File: src/hdl/lik_pkg.sv
// ----------------------------------------------------------------------------
// lik_pkg
// Shared widths, latencies, angle constants and the CORDIC arctangent table
// for the leg inverse kinematics pipeline.
// ----------------------------------------------------------------------------
package lik_pkg;

  localparam int CORDIC_STAGES = 16;
  localparam int CORDIC_ITERS  = (CORDIC_STAGES < 24) ? CORDIC_STAGES : 24;
  localparam int NORM_STEPS    = 5;
  localparam int CORDIC_LAT    = 1 + NORM_STEPS + CORDIC_ITERS;
  localparam int CORDIC_IN_W   = 32;
  localparam int CW            = 36;

  localparam int SQRT_IN_W  = 62;
  localparam int SQRT_OUT_W = 31;
  localparam int SQRT_LAT   = SQRT_OUT_W;

  localparam int NUM_W   = 52;
  localparam int DEN_W   = 47;
  localparam int QBITS   = 30;
  localparam int RATIO_W = 32;
  localparam int DIV_LAT = QBITS + 2;

  localparam int ACOS_LAT = 2 + SQRT_LAT + CORDIC_LAT;

  localparam logic signed [CW-1:0] PI_Q30      = 36'sd3373259426;
  localparam logic signed [CW-1:0] HALF_PI_Q30 = 36'sd1686629713;
  localparam logic signed [RATIO_W-1:0] ONE_Q30 = 32'sd1073741824;

  localparam logic [1:0] REG_HIP   = 2'd0;
  localparam logic [1:0] REG_THIGH = 2'd1;
  localparam logic [1:0] REG_SHIN  = 2'd2;

  function automatic logic [29:0] atan_entry(input int i);
    case (i)
      0:  return 30'h3243F6A8;
      1:  return 30'h1DAC6705;
      2:  return 30'h0FADBAFC;
      3:  return 30'h07F56EA6;
      4:  return 30'h03FEAB76;
      5:  return 30'h01FFD55B;
      6:  return 30'h00FFFAAA;
      7:  return 30'h007FFF55;
      8:  return 30'h003FFFEA;
      9:  return 30'h001FFFFD;
      10: return 30'h000FFFFF;
      11: return 30'h0007FFFF;
      12: return 30'h0003FFFF;
      13: return 30'h0001FFFF;
      14: return 30'h0000FFFF;
      15: return 30'h00007FFF;
      16: return 30'h00003FFF;
      17: return 30'h00001FFF;
      18: return 30'h00000FFF;
      19: return 30'h000007FF;
      20: return 30'h000003FF;
      21: return 30'h000001FF;
      22: return 30'h000000FF;
      23: return 30'h0000007F;
      default: return '0;
    endcase
  endfunction

endpackage

File: src/hdl/lik_isqrt.sv
// ----------------------------------------------------------------------------
// lik_isqrt
// Pipelined integer square root, floor(sqrt(rad)), one root bit per stage.
// ----------------------------------------------------------------------------
module lik_isqrt import lik_pkg::*; (
  input  logic                  clk,
  input  logic                  en,
  input  logic [SQRT_IN_W-1:0]  rad,
  output logic [SQRT_OUT_W-1:0] root
);

  localparam logic [SQRT_IN_W:0]    ONE_W = 1;
  localparam logic [SQRT_OUT_W-1:0] ONE_R = 1;

  logic [SQRT_IN_W-1:0]  rem_q [SQRT_LAT];
  logic [SQRT_OUT_W-1:0] rt_q  [SQRT_LAT];

  for (genvar j = 0; j < SQRT_LAT; j++) begin : g_stage
    localparam int B = SQRT_OUT_W - 1 - j;
    logic [SQRT_IN_W-1:0]  rem_in;
    logic [SQRT_OUT_W-1:0] rt_in;
    logic [SQRT_IN_W:0]    trial;
    logic [SQRT_IN_W:0]    rem_ext;

    if (j == 0) begin : g_first
      assign rem_in = rad;
      assign rt_in  = '0;
    end else begin : g_next
      assign rem_in = rem_q[j-1];
      assign rt_in  = rt_q[j-1];
    end

    assign rem_ext = {1'b0, rem_in};
    assign trial   = ({{(SQRT_IN_W+1-SQRT_OUT_W){1'b0}}, rt_in} << (B + 1)) | (ONE_W << (2 * B));

    always_ff @(posedge clk) begin
      if (en) begin
        if (rem_ext >= trial) begin
          rem_q[j] <= SQRT_IN_W'(rem_ext - trial);
          rt_q[j]  <= rt_in | (ONE_R << B);
        end else begin
          rem_q[j] <= rem_in;
          rt_q[j]  <= rt_in;
        end
      end
    end
  end

  assign root = rt_q[SQRT_LAT-1];

endmodule

File: config.mk
export PLATFORM = sky130hd
export DESIGN_NAME = lik_isqrt
export DESIGN_NICKNAME = d
export VERILOG_FILES = /design/src/hdl/lik_pkg.sv /design/src/hdl/lik_isqrt.sv
export SDC_FILE = /design/constraint.sdc
export NUM_CORES = 2
export LEC_CHECK = 0
export BUFFER_PORTS_ARGS = -buffer_cell sky130_fd_sc_hd__buf_2
export CAP_MARGIN = 40
export CORE_ASPECT_RATIO = 1.1
export CORE_MARGIN = 2
export CORE_UTILIZATION = 28
export DETAILED_ROUTE_END_ITERATION = 8
export PLACE_DENSITY = 0.52
export SLEW_MARGIN = 20
export SYNTH_ARGS = -nofsm -noshare
export SYNTH_HDL_FRONTEND = slang
export SYNTH_SLANG_ARGS = --single-unit
File: constraint.sdc
create_clock -name clk -period 6.5 [get_ports clk]
set_input_delay 0.65 -clock clk [delete_from_list [all_inputs] [get_ports clk]]
set_output_delay 0.65 -clock clk [all_outputs]
set_load 0.01 [all_outputs]
==> results.py <==
metrics = {
    "worst_setup_path": {
        "critical_path_class": "flop to flop",
        "startpoint_type": "flop",
        "cp_max_fo": 39,
        "cp.arrival_ns": 4.91,
        "end_kind": "flop",
        "cpMaxStageDelayCell": "a21oi_1",
        "cp.required_ns": 7.05,
        "critPathMaxStageDelay_ns": 0.60,
        "r2r_cells": 10,
        "crit_chain": "nor3_1, nor3b_1, nand3_1, nor4_1, or4_1, nor2_2, buf_4, a21oi_1, or4b_1, xnor2_1",
    },
    "timing": {
        "fmax_ghz": 0.229,
        "worstMarginPinSlew_ns": 1.09,
        "setup_viol": 0,
        "max_slew_margin": 0.271,
        "finalSetupTns_ns": 0,
        "period_minus_slack_ns": 4.36,
        "slew_viol_final": 0,
        "rsz0062_at_grt": "no",
        "clock_skew_ns": 0.100,
        "period_share": 0.671,
        "finalHoldViolCount": 0,
    },
    "hold_path": {
        "hold_depth": 3,
        "min_path_type": "input pin to flop",
    },
    "detailed_routing": {
        "ant_nets": 0,
        "routed_wl_um": 319000,
        "wl_per_cell_um": 20.9,
        "dr.pass1.iters": 6,
        "drc": 0,
        "drtIter0Drc": 6033,
        "drt-vias-per-instance": 4.90,
        "vias": 74746,
    },
    "clocking": {
        "h-tree-depth": 5,
        "clkTransAtPathRegs_ns": 0.06,
        "cts_setup_buffers": 0,
        "ctsHoldBuffers": 61,
        "cts_root_buffer": "clkbuf_16",
        "post_cts_resized": 0,
        "clkSinkCount": 2356,
        "cts_buffers": 271,
        "clockBufferDepth": 4,
        "clock_latency_ns": 0.92,
        "tritoncts": "done",
    },
    "power_and_ir_drop": {
        "seqPwrFrac": 0.460,
        "clockPowerShare": 0.336,
        "p_sw_frac": 0.301,
        "p_comb_frac": 0.203,
        "p_per_area_nw_per_um2": 344,
        "power_leakage_nw": 47.8,
        "p_switching_w": 0.0137,
        "ir_worst_vdd_mv": 0.216,
        "p_int_w": 0.0317,
    },
    "yosys": {
        "synth_flop_cell": "edfxtp_1",
        "synth_area_um2": 114000,
        "avgSynthCellArea_um2": 12.3,
        "ys_types": 86,
        "synth.area.top_cells": "edfxtp_1 (62%), ha_1 (5.7%), xor2_1 (3.1%)",
        "async_reset_ff_frac": 0,
        "synth_edf_count": 2356,
        "yosys_warnings": 0,
        "synth_top_area_cell": "edfxtp_1",
        "ys_ff_latch": 2356,
        "synthesis.nets": 9866,
        "ys_seq_area_frac": 0.618,
        "syn_inst": 9277,
        "synth_top_area_frac": 0.618,
    },
    "die": {
        "die-area_um2": 414000,
        "die_w_um": 614,
        "die_h_um": 675,
        "start_util": 0.281,
        "coreArea_um2": 408000,
        "ios": 95,
        "rows": 246,
    },
    "placed_design": {
        "hpwlAfterDp_um": 245000,
        "place_congestion": 0.903,
        "dp.cells": 14700,
        "portBuffers": 94,
    },
    "finish": {
        "fin_nets": 10173,
        "area_growth_pct": 14.9,
        "layout_commonest_cell": "edfxtp_1",
        "num-fill-cells": 40607,
        "instances_no_fill": 15255,
        "drive_gt1_frac": 0.0749,
        "final_cell_mix": "edfxtp_1 (2,356), nand2_1 (667), inv_1 (643)",
    },
    "global_route": {
        "grt_pass1_wl_um": 477000,
        "overflow": 0,
        "antenna_found_initial": 6,
        "grt_max_degree": 187,
        "first_global_vias": 74795,
        "grt_usage": 0.150,
    },
    "flow_run": {
        "drv_cap": 0,
    },
    "run_status": {
        "status": "completed",
    },
}
## final timing paths
path / startpoint / to / slack [ns]
max reg2reg: rem_q[1][417]$_DFFE_PP_ / rem_q[1][478]$_DFFE_PP_ / 2.14
max: rem_q[1][417]$_DFFE_PP_ / rem_q[1][478]$_DFFE_PP_ / 2.14
min reg2reg: rt_q[1][375]$_DFFE_PP_ / rt_q[1][406]$_DFFE_PP_ / 0.41
min: rad[61] / rem_q[0][61]$_DFFE_PP_ / 0.09
## cells by family (layout without fill, tap and decap cells)
kind of cell | count (synthesis) | after routing | synth area share
and+or+nand+nor | 2845 | 2845 | 0.129
DFF | 2356 | 2356 | 0.618
AOI/OAI and AO/OA | 1804 | 1804 | 0.0981
buffers and inverters | 862 | 1380 | 0.0283
xor gates and xnor gates | 808 | 808 | 0.0618
adders and majority gates | 525 | 525 | 0.0574
muxes | 77 | 77 | 0.00744
other | 0 | 4 | 0
## through the flow
stage / setup WS [ns] / utilization / hold slack (ns) / total power (W) / instance area, um2
2_1_floorplan: 1.79 / - / 0.417 / 0.0269 / 114000
3_3_place_gp: 1.73 / 0.298 / 0.431 / 0.0302 / 122000
3_5_place_dp: 2.19 / 0.299 / 0.429 / 0.0303 / 122000
4_1_cts: 2.19 / 0.322 / 0.00553 / 0.0457 / 131000
5_1_grt: 1.83 / 0.323 / 0.0487 / 0.0474 / 132000
6_report: 2.14 / 0.323 / 0.0901 / 0.0453 / 132000
## layout make-up
type / instances / area [um2] / share of cell area
Sequential cell: 2356 / 70700 / 0.538
Inverter: 644 / 2420 / 0.0184
Multi-Input combinational cell: 6059 / 40600 / 0.309
Clock inverter: 160 / 1660 / 0.0126
Timing Repair Buffer: 252 / 2150 / 0.0163
Clock buffer: 324 / 7110 / 0.0540
Tap cell: 5456 / 6830 / 0.0519
Antenna cell: 4 / 10.0 / 0.0000761
## sequential cells by signal, summed over array words and instances (netlist names)
register,cells
rem_q,1860
rt_q,496
## worst max-delay path: cells and delay by family (launching register included)
family,cells,cell delay [ns]
xor gates and xnor gates,1,0.17
AOI/OAI and AO/OA,1,0.60
DFF,1,0.53
and+or+nand+nor,7,2.48
buffers and inverters,1,0.27
## power groups by stage
stage	Combinational [W]	Sequential, W	Clock, W
6_report	0.00922	0.0209	0.0152
3_5_place_dp	0.00913	0.0212	0
4_1_cts	0.00923	0.0209	0.0156
3_3_place_gp	0.00906	0.0212	0
5_1_grt	0.0102	0.0210	0.0162
2_1_floorplan	0.00661	0.0203	0
## cell usage after synthesis, drive strengths merged, types with 34 or more instances
| library cell | count |
|---|---|
| a211oi | 51 |
| a21o | 187 |
| a21oi | 521 |
| a31oi | 41 |
| and3 | 63 |
| clkbuf | 210 |
| edfxtp | 2356 |
| ha | 525 |
| inv | 643 |
| mux2 | 65 |
| nand2 | 667 |
| nand2b | 114 |
| nand3 | 180 |
| nand4 | 139 |
| nor2 | 559 |
| nor2b | 54 |
| nor3 | 294 |
| nor4 | 344 |
| nor4b | 62 |
| o211ai | 45 |
| o21a | 94 |
| o21ai | 521 |
| o21bai | 47 |
| o31ai | 55 |
| or2 | 34 |
| or3 | 89 |
| or4 | 68 |
| xnor2 | 403 |
| xor2 | 405 |
## routing by layer
layer  vias up  share of wire  GRT usage  wire (um)
li1      35525              -          -          -
met1     36837           0.40      0.177     129000
met2      1850           0.52      0.281     167000
met3       530          0.036     0.0149      11500
met4         4          0.035     0.0510      11300
met5         -       0.000066          0         21
No activity file was read; power rests on OpenSTA's default activity.
